--- config.mk ---
export PLATFORM = sky130hd
export DESIGN_NAME = headset_hook_multi_click_core
export DESIGN_NICKNAME = d
export VERILOG_FILES = /design/src/hdl/hhmc_pkg.sv /design/src/hdl/headset_hook_multi_click_core.sv
export SDC_FILE = /design/constraint.sdc
export NUM_CORES = 1
export LEC_CHECK = 0
export BUFFER_PORTS_ARGS = -buffer_cell sky130_fd_sc_hd__buf_2
export CAP_MARGIN = 20
export CORE_UTILIZATION = 60
export DETAILED_ROUTE_END_ITERATION = 6
export PLACE_DENSITY_LB_ADDON = 0.05
export RECOVER_POWER = 50
export SYNTH_ARGS = -nofsm -noshare
export SYNTH_HDL_FRONTEND = slang
export SYNTH_SLANG_ARGS = --single-unit
--- constraint.sdc ---
create_clock -name i_clk -period 3.8 [get_ports i_clk]
set_input_delay 0.76 -clock i_clk [delete_from_list [all_inputs] [get_ports i_clk]]
set_output_delay 0.76 -clock i_clk [all_outputs]
set_load 0.02 [all_outputs]
--- src/hdl/hhmc_pkg.sv ---
// Shared constants for the headset hook multi-click detector.
package hhmc_pkg;

    // Operation carried in the input tuser bit
    localparam logic OP_REPORT = 1'b0;
    localparam logic OP_TICK   = 1'b1;

    // Register indexes (byte address = 4 * index)
    localparam logic [2:0] REG_HOOK_CODE    = 3'd0;
    localparam logic [2:0] REG_DOUBLE_CODE  = 3'd1;
    localparam logic [2:0] REG_TRIPLE_CODE  = 3'd2;
    localparam logic [2:0] REG_ENABLED_MASK = 3'd3;
    localparam logic [2:0] REG_CLICK_WINDOW = 3'd4;
    localparam logic [2:0] REG_LONG_PRESS   = 3'd5;

    // Register reset values
    localparam int unsigned HOOK_CODE_RST    = 16384;
    localparam int unsigned DOUBLE_CODE_RST  = 2048;
    localparam int unsigned TRIPLE_CODE_RST  = 1024;
    localparam int unsigned ENABLED_MASK_RST = 65535;
    localparam int unsigned CLICK_WINDOW_RST = 500;
    localparam int unsigned LONG_PRESS_RST   = 500;

    // Click counter saturates here
    localparam logic [7:0] CLICK_MAX = 8'd255;

    // Output word queue
    localparam int unsigned FIFO_DEPTH = 4;
    localparam int unsigned FIFO_AW    = $clog2(FIFO_DEPTH);

endpackage

--- src/hdl/headset_hook_multi_click_core.sv ---
// Headset hook multi-click and long-press detector, top level.
//
// Takes jack status reports and time ticks, one word per clock when the output
// side keeps up. An accepted word is registered, then handled in one pass of
// compare-and-update logic in the next cycle, which pushes zero, one or two
// result words into a four-word output queue. Result words leave at one per
// clock while the output side is ready; input tready drops only when the
// queue cannot take the worst case of two results from both the word in
// flight and the next one. A hook press starts a long-press timer; a short
// press-release counts a click and restarts the click window; at window
// expiry the hook, double or triple code is sent, if the jack is still bound,
// followed by a release word 0. Registers are to be written over the APB port
// only while the block is idle; the block itself does not enforce this.
module headset_hook_multi_click_core #(
    parameter int STATUS_BITS = 16,
    parameter int TIMER_BITS  = 16
) (
    input  logic                                    i_clk,
    input  logic                                    i_rst_n,
    // input stream
    input  logic                                    i_s_axis_tvalid,
    output logic                                    o_s_axis_tready,
    input  logic [((STATUS_BITS + 7) / 8) * 8 - 1:0] i_s_axis_tdata,  // status
    input  logic                                    i_s_axis_tuser,  // operation
    // output stream
    output logic                                    o_m_axis_tvalid,
    input  logic                                    i_m_axis_tready,
    output logic [((STATUS_BITS + 7) / 8) * 8 - 1:0] o_m_axis_tdata,  // report_status
    output logic                                    o_m_axis_tuser,  // from_click
    output logic                                    o_m_axis_tlast,  // last
    // configuration
    input  logic                                    psel,
    input  logic                                    penable,
    input  logic                                    pwrite,
    input  logic [4:0]                              paddr,
    input  logic [31:0]                             pwdata,
    output logic [31:0]                             prdata,
    output logic                                    pready
);
    import hhmc_pkg::*;

    localparam int DW = ((STATUS_BITS + 7) / 8) * 8;
    localparam int SW = STATUS_BITS;
    localparam int TW = TIMER_BITS;

    typedef struct packed {
        logic [SW-1:0] status;
        logic          from_click;
        logic          last;
    } t_result;

    // configuration registers
    logic [SW-1:0] r_hook_code, r_double_code, r_triple_code, r_enabled_mask;
    logic [TW-1:0] r_click_window, r_long_press;

    // input stage
    logic          r_in_valid;
    logic          r_in_op;
    logic [SW-1:0] r_in_status;

    // detector state
    logic          r_button_down, n_button_down;
    logic          r_long_fired, n_long_fired;
    logic [7:0]    r_click_count, n_click_count;
    logic          r_click_pending, n_click_pending;
    logic [TW-1:0] r_click_timer, n_click_timer;
    logic          r_long_pending, n_long_pending;
    logic [TW-1:0] r_long_timer, n_long_timer;
    logic          r_jack_bound, n_jack_bound;

    // output queue
    t_result              r_fifo [FIFO_DEPTH];
    logic [FIFO_AW-1:0]   r_wr_ptr, r_rd_ptr;
    logic [FIFO_AW:0]     r_cnt;

    t_result       res0, res1;
    logic [1:0]    res_n;
    logic          pop;
    logic          cfg_wr;
    logic [2:0]    cfg_idx;
    logic          long_exp;
    logic [SW-1:0] click_code;
    logic [FIFO_AW+1:0] room_need;

    assign cfg_idx = paddr[4:2];
    assign cfg_wr  = psel & penable & pwrite;
    assign pready  = 1'b1;

    // register read back
    always_comb begin
        unique case (cfg_idx)
            REG_HOOK_CODE:    prdata = 32'(r_hook_code);
            REG_DOUBLE_CODE:  prdata = 32'(r_double_code);
            REG_TRIPLE_CODE:  prdata = 32'(r_triple_code);
            REG_ENABLED_MASK: prdata = 32'(r_enabled_mask);
            REG_CLICK_WINDOW: prdata = 32'(r_click_window);
            REG_LONG_PRESS:   prdata = 32'(r_long_press);
            default:          prdata = 32'd0;
        endcase
    end

    // register writes
    always_ff @(posedge i_clk) begin
        if (!i_rst_n) begin
            r_hook_code    <= SW'(HOOK_CODE_RST);
            r_double_code  <= SW'(DOUBLE_CODE_RST);
            r_triple_code  <= SW'(TRIPLE_CODE_RST);
            r_enabled_mask <= SW'(ENABLED_MASK_RST);
            r_click_window <= TW'(CLICK_WINDOW_RST);
            r_long_press   <= TW'(LONG_PRESS_RST);
        end else if (cfg_wr && pready) begin
            unique case (cfg_idx)
                REG_HOOK_CODE:    r_hook_code    <= SW'(pwdata[15:0]);
                REG_DOUBLE_CODE:  r_double_code  <= SW'(pwdata[15:0]);
                REG_TRIPLE_CODE:  r_triple_code  <= SW'(pwdata[15:0]);
                REG_ENABLED_MASK: r_enabled_mask <= SW'(pwdata[15:0]);
                REG_CLICK_WINDOW: r_click_window <= TW'(pwdata[15:0]);
                REG_LONG_PRESS:   r_long_press   <= TW'(pwdata[15:0]);
                default: ;
            endcase
        end
    end

    // input register; accept only when the queue can absorb two words from
    // the word in flight and two from this one
    assign pop       = (r_cnt != '0) & i_m_axis_tready;
    assign room_need = (FIFO_AW + 2)'(r_cnt) - (FIFO_AW + 2)'(pop)
                     + (r_in_valid ? (FIFO_AW + 2)'(2) : '0) + (FIFO_AW + 2)'(2);
    assign o_s_axis_tready = (room_need <= (FIFO_AW + 2)'(FIFO_DEPTH));

    always_ff @(posedge i_clk) begin
        if (!i_rst_n) begin
            r_in_valid <= 1'b0;
        end else begin
            r_in_valid <= i_s_axis_tvalid & o_s_axis_tready;
        end
        if (i_s_axis_tvalid && o_s_axis_tready) begin
            r_in_op     <= i_s_axis_tuser;
            r_in_status <= i_s_axis_tdata[SW-1:0];
        end
    end

    // click code by count
    always_comb begin
        if (r_click_count <= 8'd1) begin
            click_code = r_hook_code;
        end else if (r_click_count == 8'd2) begin
            click_code = r_double_code;
        end else begin
            click_code = r_triple_code;
        end
    end

    assign long_exp = r_long_pending && (r_long_timer <= TW'(1));

    // detector update for the registered word
    always_comb begin
        n_button_down   = r_button_down;
        n_long_fired    = r_long_fired;
        n_click_count   = r_click_count;
        n_click_pending = r_click_pending;
        n_click_timer   = r_click_timer;
        n_long_pending  = r_long_pending;
        n_long_timer    = r_long_timer;
        n_jack_bound    = r_jack_bound;
        res0  = '{status: '0, from_click: 1'b0, last: 1'b0};
        res1  = '{status: '0, from_click: 1'b1, last: 1'b0};
        res_n = 2'd0;

        if (r_in_valid) begin
            if (r_in_op == OP_REPORT) begin
                if (r_in_status == r_hook_code && !r_button_down) begin
                    // press: arm long-press timer
                    n_jack_bound   = 1'b1;
                    n_button_down  = 1'b1;
                    n_long_pending = 1'b1;
                    n_long_timer   = r_long_press;
                end else if (r_in_status == '0 && r_button_down) begin
                    n_jack_bound  = 1'b1;
                    n_button_down = 1'b0;
                    if (!r_long_fired) begin
                        // short press: count a click, restart window
                        n_long_pending = 1'b0;
                        n_long_timer   = '0;
                        if (r_click_count == 8'd0) begin
                            n_click_count   = 8'd1;
                            n_click_pending = 1'b1;
                            n_click_timer   = r_click_window;
                        end else if (r_click_pending) begin
                            if (r_click_count != CLICK_MAX) begin
                                n_click_count = r_click_count + 8'd1;
                            end
                            n_click_timer = r_click_window;
                        end
                    end else begin
                        // release after long press passes through
                        n_long_fired = 1'b0;
                        res0.status  = '0;
                        res_n        = 2'd1;
                    end
                end else begin
                    // unrelated report
                    n_jack_bound = 1'b0;
                    res0.status  = r_in_status & r_enabled_mask;
                    res_n        = 2'd1;
                end
            end else begin
                if (long_exp) begin
                    // long press wins over the click window
                    n_long_pending  = 1'b0;
                    n_long_timer    = '0;
                    n_long_fired    = 1'b1;
                    n_click_pending = 1'b0;
                    n_click_timer   = '0;
                    n_click_count   = 8'd0;
                    if (r_jack_bound) begin
                        res0.status     = r_hook_code & r_enabled_mask;
                        res0.from_click = 1'b1;
                        res_n           = 2'd1;
                    end
                end else begin
                    if (r_long_pending) begin
                        n_long_timer = r_long_timer - TW'(1);
                    end
                    if (r_click_pending) begin
                        if (r_click_timer <= TW'(1)) begin
                            n_click_pending = 1'b0;
                            n_click_timer   = '0;
                            n_click_count   = 8'd0;
                            if (r_jack_bound) begin
                                res0.status     = click_code & r_enabled_mask;
                                res0.from_click = 1'b1;
                                res_n           = 2'd2;
                            end
                        end else begin
                            n_click_timer = r_click_timer - TW'(1);
                        end
                    end
                end
            end
        end

        // mark the final word of this item
        if (res_n == 2'd1) begin
            res0.last = 1'b1;
        end
        if (res_n == 2'd2) begin
            res1.last = 1'b1;
        end
    end

    // detector state
    always_ff @(posedge i_clk) begin
        if (!i_rst_n) begin
            r_button_down   <= 1'b0;
            r_long_fired    <= 1'b0;
            r_click_count   <= 8'd0;
            r_click_pending <= 1'b0;
            r_click_timer   <= '0;
            r_long_pending  <= 1'b0;
            r_long_timer    <= '0;
            r_jack_bound    <= 1'b0;
        end else begin
            r_button_down   <= n_button_down;
            r_long_fired    <= n_long_fired;
            r_click_count   <= n_click_count;
            r_click_pending <= n_click_pending;
            r_click_timer   <= n_click_timer;
            r_long_pending  <= n_long_pending;
            r_long_timer    <= n_long_timer;
            r_jack_bound    <= n_jack_bound;
        end
    end

    // output queue storage
    always_ff @(posedge i_clk) begin
        if (res_n != 2'd0) begin
            r_fifo[r_wr_ptr] <= res0;
        end
        if (res_n == 2'd2) begin
            r_fifo[r_wr_ptr + FIFO_AW'(1)] <= res1;
        end
    end

    // output queue pointers
    always_ff @(posedge i_clk) begin
        if (!i_rst_n) begin
            r_wr_ptr <= '0;
            r_rd_ptr <= '0;
            r_cnt    <= '0;
        end else begin
            r_wr_ptr <= r_wr_ptr + FIFO_AW'(res_n);
            if (pop) begin
                r_rd_ptr <= r_rd_ptr + FIFO_AW'(1);
            end
            r_cnt <= r_cnt + (FIFO_AW + 1)'(res_n) - (FIFO_AW + 1)'(pop);
        end
    end

    assign o_m_axis_tvalid = (r_cnt != '0);
    assign o_m_axis_tdata  = DW'(r_fifo[r_rd_ptr].status);
    assign o_m_axis_tuser  = r_fifo[r_rd_ptr].from_click;
    assign o_m_axis_tlast  = r_fifo[r_rd_ptr].last;

    // queue never overfills
    a_fifo_bound: assert property (@(posedge i_clk) disable iff (!i_rst_n)
        r_cnt <= (FIFO_AW + 1)'(FIFO_DEPTH))
        else $error("output queue overflow");

    // long-press timing or held state only with the button down
    a_long_down: assert property (@(posedge i_clk) disable iff (!i_rst_n)
        (r_long_pending || r_long_fired) |-> r_button_down)
        else $error("long-press state without button down");

    // a running click window always has a counted click
    a_click_count: assert property (@(posedge i_clk) disable iff (!i_rst_n)
        r_click_pending |-> (r_click_count != 8'd0))
        else $error("click window without clicks");

    // a long-press expiry holds the button and closes the window
    a_long_expiry: assert property (@(posedge i_clk) disable iff (!i_rst_n)
        (r_in_valid && r_in_op == OP_TICK && long_exp)
        |=> (r_long_fired && !r_click_pending && !r_long_pending))
        else $error("long-press expiry not taken");

endmodule
==> After elaboration in Yosys (flattened, before gate mapping) <==
Memory sizes are Yosys's and may differ from the RTL's. A register that Yosys moved wholly into a read port is not among the register bits.
Index checks and enable logic that the tools add are counted.
{ "totals": {"reg_bits": 166, "ram_bits": 72, "output_inout_bits": 53, "wordCells": 167, "mem_count": 1} }
{ "classes": {"addsub": 11, "order_cmp": 4, "n_eq_ne": 17, "mux": 76, "bitwise": 8, "reduce_logical": 30} }
{ "mem_list": {"columns": ["memory", "depth", "word_bits", "rd", "rd_ports_with_merged_regs", "write_ports", "line", "rtl"], "rows": [
  ["r_fifo", 4, 18, 1, 1, 2, "headset_hook_multi_click_core.sv:72", "t_result r_fifo [FIFO_DEPTH];"]
]} }
{ "op_table": {"columns": ["op", "n"], "rows": [
  ["16-bit two-way mux", 20],
  ["17-bit two-way mux", 6],
  ["16-bit case mux with 6 select lines", 1],
  ["8-bit two-way mux", 10],
  ["16-bit bitwise AND", 3],
  ["16-bit by 1-bit less-or-equal comparator with 1-bit output, second input constant", 2],
  ["16-bit by 1-bit subtractor with 16-bit output, second input constant", 2],
  ["1-bit two-way mux", 28],
  ["2-bit two-way mux", 11],
  ["16-bit equality test", 1],
  ["16-bit logical NOT", 1],
  ["2-bit AND reduction", 7],
  ["4-bit AND reduction", 3],
  ["3-bit nonzero test", 4],
  ["3-bit by 1-bit != test with 1-bit output, second input constant", 3],
  ["8-bit by 1-bit adder with 8-bit output, second input constant", 1],
  ["8-bit by 2-bit equality test with 1-bit output, second input constant", 1],
  ["8-bit by 1-bit less-or-equal comparator with 1-bit output, second input constant", 1],
  ["8-bit logical NOT", 1],
  ["8-bit != test, second input constant", 1],
  ["8-bit AND reduction", 1],
  ["2-bit nonzero test", 4],
  ["3-bit by 2-bit equality test with 1-bit output, second input constant", 2],
  ["3-bit equality test, second input constant", 2],
  ["22 further kinds", 30]
]} }

==> Logic depth before layout (Yosys ltp) <==
{ "depth": {"depth_word": 10, "depth_mapped": 15} }

==> Least setup slack after synthesis <==
No wires, ideal clock.
{ "synth_path": {"kind": "register -> register", "startpoint": "register r_cnt[2]", "endpoint": "register r_in_op (enable)", "arrival_time_ps": 3245, "t_required_ps": 3425, "path_slack_ps": 180, "path_stages_with_launch": 11, "n_path_buf": 0, "synth_period_minus_slack_ps": 3620, "cell_sequence": "dfxtp_1 > or3_1 > and2_1 > ha_1 > inv_1 > ha_1 > nor2_1 > fa_1 > a21oi_1 > o21ai_0 > and2_1"} }
{ "synth_between": {"elab_chain_cells": 7} }
{ "synth_lines": {"columns": ["item", "line", "rtl"], "rows": [
  ["from (decl)", "headset_hook_multi_click_core.sv:74", "logic [FIFO_AW:0] r_cnt;"],
  ["from (signal assigned)", "headset_hook_multi_click_core.sv:296", "r_cnt <= r_cnt + (FIFO_AW + 1)'(res_n) - (FIFO_AW + 1)'(pop);"],
  ["3-bit nonzero test", null, null],
  ["via o_m_axis_tvalid", "headset_hook_multi_click_core.sv:26", "output logic o_m_axis_tvalid,"],
  ["1-bit bitwise AND", "headset_hook_multi_click_core.sv:126", "assign pop = (r_cnt != '0) & i_m_axis_tready;"],
  ["via pop", "headset_hook_multi_click_core.sv:78", "logic pop;"],
  ["3-bit by 1-bit subtractor with 4-bit output", "headset_hook_multi_click_core.sv:127", "assign room_need = (FIFO_AW + 2)'(r_cnt) - (FIFO_AW + 2)'(pop)"],
  ["4-bit by 2-bit adder with 4-bit output (2 in series)", "headset_hook_multi_click_core.sv:128", "+ (r_in_valid ? (FIFO_AW + 2)'(2) : '0) + (FIFO_AW + 2)'(2);"],
  ["4-bit by 3-bit less-or-equal comparator with 1-bit output", "headset_hook_multi_click_core.sv:129", "assign o_s_axis_tready = (room_need <= (FIFO_AW + 2)'(FIFO_DEPTH));"],
  ["via o_s_axis_tready", "headset_hook_multi_click_core.sv:22", "output logic o_s_axis_tready,"],
  ["1-bit logical AND", "headset_hook_multi_click_core.sv:137", "if (i_s_axis_tvalid && o_s_axis_tready) begin"],
  ["to (signal assigned)", "headset_hook_multi_click_core.sv:138", "r_in_op <= i_s_axis_tuser;"],
  ["to (decl)", "headset_hook_multi_click_core.sv:58", "logic r_in_op;"]
]} }
The timed path passes the listed nets, and every way through them passes these cells.
A chain may end at the register's enable or synchronous reset.

==> Worst setup path after layout <==
{ "layout_path": {"startpoint": "register r_cnt[2]", "endpoint": "output o_s_axis_tready"} }
{ "layout_between": {"elab_chain_cells": 6} }
{ "layout_lines": {"columns": ["item", "line"], "rows": [
  ["3-bit nonzero test", "headset_hook_multi_click_core.sv:126"],
  ["1-bit bitwise AND", "headset_hook_multi_click_core.sv:126"],
  ["via pop", "headset_hook_multi_click_core.sv:78"],
  ["3-bit by 1-bit subtractor with 4-bit output", "headset_hook_multi_click_core.sv:127"],
  ["4-bit by 2-bit adder with 4-bit output (2 in series)", "headset_hook_multi_click_core.sv:128"],
  ["4-bit by 3-bit less-or-equal comparator with 1-bit output", "headset_hook_multi_click_core.sv:129"],
  ["to (decl)", "headset_hook_multi_click_core.sv:22"]
]} }
The timed path passes the listed nets, and every way through them passes these cells.

==> summary.md <==
The run finished, with violations left. The checks that failed: max-capacitance violations, max-slew violations. The run gives 3040 ps as the data required time of the worst path. The tools report the maximum buffer depth of the clock tree as 3.

For the depth of the CTS H-tree, the log shows 1. The wire length per cell is 21.01 um, and the total count of max-transition violations in the final report is 88. For the area of placed instances, the log shows 0.01231 mm2. In this run the worst setup path begins at r_cnt[2].

Summing every instance area after synthesis gives 0.01166 mm2. For this block, the via count after detailed routing is 11120. The tree is rooted in a sky130_fd_sc_hd__clkbuf_16. For the worst-skew pair, the clock arrives at the later sink with an insertion delay of 530 ps. For this run, the register share of the synthesized area comes to 43.00%. The I/O pin count is 114, and the synthesized flop and latch total is 240.

The first global-routing pass estimated 55740 um of wire. The cell area power density was 578.9 mW/mm2; the clock edge transition at the registers on the reported setup and hold paths was 60 ps. The area growth from synthesis to layout is 12.95%.

The tools report the number of violations of the max-capacitance limit as 2. The most frequent cell after synthesis is sky130_fd_sc_hd__nand2_1. The final cell count without fillers is 1736. Ranked by total cell area, the synthesized netlist is headed by sky130_fd_sc_hd__dfxtp_1 38%, sky130_fd_sc_hd__nand2_1 8.7%, sky130_fd_sc_hd__edfxtp_1 5.4%.

For the instance count after placement with tap cells included, the log shows 1687. The tree built by TritonCTS fans out to 240 sinks. Yosys mapped a number of flops with a built-in enable equal to 21. Number of DRC markers in iteration 0: 1270. In the synthesized netlist the dominant register cell turns out to be sky130_fd_sc_hd__dfxtp_1.

The number of failing hold endpoints at the final stage was 0. The element type at the critical path end was an output pin. The pin slew with the least headroom to its limit is 1766 ps, and the global routing usage summed across all routing layers is 35.96%.

For this run the aggregate overflow at the end of global routing stands at 0. The signal on the critical path passes through or3_4 > and2_4 > ha_4 > inv_1 > ha_1 > nor2_1 > fa_1 > nand2_1 > nand2_1 > nand4b_1 > o21ai_2 > buf_6. Entering global routing, the biggest net connects 70 pins.

Synthesis produced a netlist whose cell count is 1397. The logs give 7 for the detailed-routing iteration count for the pre-antenna-repair pass and 0 for the final setup violation count. The critical path is of the reg -> out type.

The path category of the worst min-delay check was in -> reg. The net count of the finished layout is 1535. In this run the standard cell core region covers 0.01889 mm2. The maximum VDD drop was 0.3832 mV; the starting density of the core was 61.74%. Of the available clock period, the critical path in the final layout requires 97.30%.

Together, buffers and inverters on the worst path number 2. For the number of antenna violations at the first check in global routing, the log shows 1. The fraction of final layout cells with drive strength greater than 1 was 13.62%; the largest clock skew in the final design was 10.48 ps. The hold-critical path depth is 1, and the routability congestion estimate is 0.9478.

In this run the critical register-to-register path is launched from r_in_status[14]. Static timing analysis puts the maximum clock frequency at 0.2705 GHz. The tools report the arrival time at the worst endpoint as 2940 ps. Horizontal die dimension: 141.4 um.

The critical path crosses 12 cells after its start point. The async set-or-reset flop fraction in the synthesized netlist is 0%, and the final critical-path required period is 3697 ps. Post-DP HPWL: 25110 um.

For this design the static power due to leakage is 0.005022 uW. Among all stages on the critical path, the largest delay is contributed by sky130_fd_sc_hd__fa_1. The run gives 50 as the floorplan row count. The run gives 0.01317 mm2 as the post-route cell area. Buffers placed on the I/O ports in this run total 78.

The stage delay of the slowest cell on the critical path came out at 450 ps. The die covers 0.02000 mm2. The final layout contains routed wiring with a total length of 36480 um. The largest fanout on the critical path came out at 4. The tools report the power after layout as 7626 uW.

The detail route stage leaves a number of antenna-violating nets equal to 0. The number of unique standard cell types used by synthesis was 75. Nature of the critical path startpoint: a register. The number of warning messages in the yosys log is 0. By count the netlist is led by 269 x sky130_fd_sc_hd__nand2_1, 219 x sky130_fd_sc_hd__dfxtp_1, 122 x sky130_fd_sc_hd__a21oi_1.

For this run, design rule violations remaining after detail routing come to 0. In this run the vertical extent of the chip is 141.4 um. By instance count, the cell type seen most on the critical path is sky130_fd_sc_hd__nand2_1. The filler cells instantiated in the layout total 1612. The via count of the first global-routing pass was 10010. The average instance area after synthesis was 8.349 um2; the final antenna diode count was 0.

Measured against its own limit, the worst slew margin works out to -17.89%. Cell type contributing the most total cell area after synthesis: sky130_fd_sc_hd__dfxtp_1. The category of cells accounting for the largest share of critical-path delay was simple AND/OR/NAND/NOR gates.

Counting cells, the worst reg-to-reg path comes to 14. TritonCTS built the clock tree. The CTS buffer count is 26, and the via-per-instance ratio is 6.408. The share of synthesized area in the top cell type comes to 37.59%. The worst hold path begins at i_s_axis_tdata[0].
final cells by class:
cell class              instances  area (um2)  area share, %
multi-input cells            1031        6133          46.56
flip-flops and latches        240        5016          38.08
clock buffers                  39       792.0          6.012
repair buffers                120       673.1          5.110
well taps                     260       325.3          2.469
inverters                      37       138.9          1.054
clock inverters                 9       95.09         0.7218
worst register-to-register path, delay by kind of cell (launching register included):
kind                       cells  cell delay (ps)
DFF                            1              500
AOI/OAI and AO/OA              1              180
and+or+nand+nor                5             1200
buffers and inverters          2              100
adders and majority gates      3              750
xor gates and xnor gates       3              520
what timing repair did:
action                     4_1_cts  5_1_grt
setup endpoints to repair        1        1
buffers inserted                 0        1
resized for setup                5        3
hold buffers                     0        0
pin swaps                        0        0
cell families (layout without fill, tap and decap cells):
kind of cell / count (synthesis) / in the layout / synth area share, %
DFF: 240 / 240 / 42.99
and+or+nand+nor: 550 / 550 / 21.86
buffers and inverters: 141 / 205 / 5.278
xor gates and xnor gates: 24 / 24 / 1.802
AOI/OAI and AO/OA: 396 / 396 / 21.76
adders and majority gates: 18 / 18 / 2.060
other: 2 / 17 / 0.06439
muxes: 26 / 26 / 4.184
flip-flops by register name (all words and copies together) (netlist names), 3 cells and up, named ones only:
signal          count
r_enabled_mask     16
r_long_timer       16
r_double_code      16
r_click_count       8
r_cnt               3
r_click_window     16
r_fifo             72
r_click_timer      16
r_in_status        16
r_long_press       16
r_hook_code        16
r_triple_code      16
metal layers:
metal,wire (um),vias up,track usage (%)
met5,0,-,0
met4,1846,0,15.90
met3,3567,116,6.075
met2,16390,635,57.35
met1,14670,5222,48.15
li1,-,5151,-
path summary, 6_finish.rpt:
path / end / slack, ps
setup / recovery: o_s_axis_tready / 100
hold / removal: r_in_status[0] / 400
setup reg to reg: r_cnt[2] / 380
hold reg to reg: r_fifo[3][14] / 460
stage by stage:
step | setup TNS [ps] | util (%) | hold WS [ps] | setup slack (ps)
detailed placement | 0 | 65.18 | 446.8 | 297.5
global route | -16.66 | 69.73 | 393.0 | -16.66
floorplan | 0 | - | 427.8 | 179.7
finish | 0 | 69.73 | 404.6 | 102.6
global placement | 0 | 65.18 | 440.0 | 358.3
CTS | 0 | 69.94 | 391.1 | 7.491
placed cells by master (no fill, tap or decap), types with 6 or more instances in the layout:
cell and n:
sky130_fd_sc_hd__nor2_1 62, sky130_fd_sc_hd__nand2_1 269, sky130_fd_sc_hd__ha_1 15, sky130_fd_sc_hd__o32ai_1 7
sky130_fd_sc_hd__o2bb2ai_1 18, sky130_fd_sc_hd__buf_2 73, sky130_fd_sc_hd__edfxtp_1 21, sky130_fd_sc_hd__or4_1 8
sky130_fd_sc_hd__and2_1 9, sky130_fd_sc_hd__a22oi_1 55, sky130_fd_sc_hd__mux2i_1 6, sky130_fd_sc_hd__a221oi_1 6
sky130_fd_sc_hd__buf_4 33, sky130_fd_sc_hd__clkinv_2 7, sky130_fd_sc_hd__a32oi_1 10, sky130_fd_sc_hd__conb_1 17
sky130_fd_sc_hd__or3_1 8, sky130_fd_sc_hd__o21ai_1 8, sky130_fd_sc_hd__clkbuf_1 19, sky130_fd_sc_hd__dfxtp_1 218
sky130_fd_sc_hd__nand4_1 7, sky130_fd_sc_hd__o21ai_0 92, sky130_fd_sc_hd__xnor2_1 6, sky130_fd_sc_hd__xor2_1 18
sky130_fd_sc_hd__and2_0 7, sky130_fd_sc_hd__inv_1 37, sky130_fd_sc_hd__a21oi_1 122, sky130_fd_sc_hd__nor4_1 10
sky130_fd_sc_hd__nand3_1 102, sky130_fd_sc_hd__mux4_2 18, sky130_fd_sc_hd__nor3_1 16, sky130_fd_sc_hd__a32o_1 6
sky130_fd_sc_hd__o211ai_1 19, sky130_fd_sc_hd__clkbuf_16 28, sky130_fd_sc_hd__and3_1 15, sky130_fd_sc_hd__o31ai_1 9
where the power goes:
group          internal [uW]  switching [uW]  leakage (uW)
logic                    796            1220       0.00261
clock network           1570            1050      0.000444
registers               2790             200       0.00197
total                   5160            2470       0.00502
No activity file was read; power rests on OpenSTA's default activity.
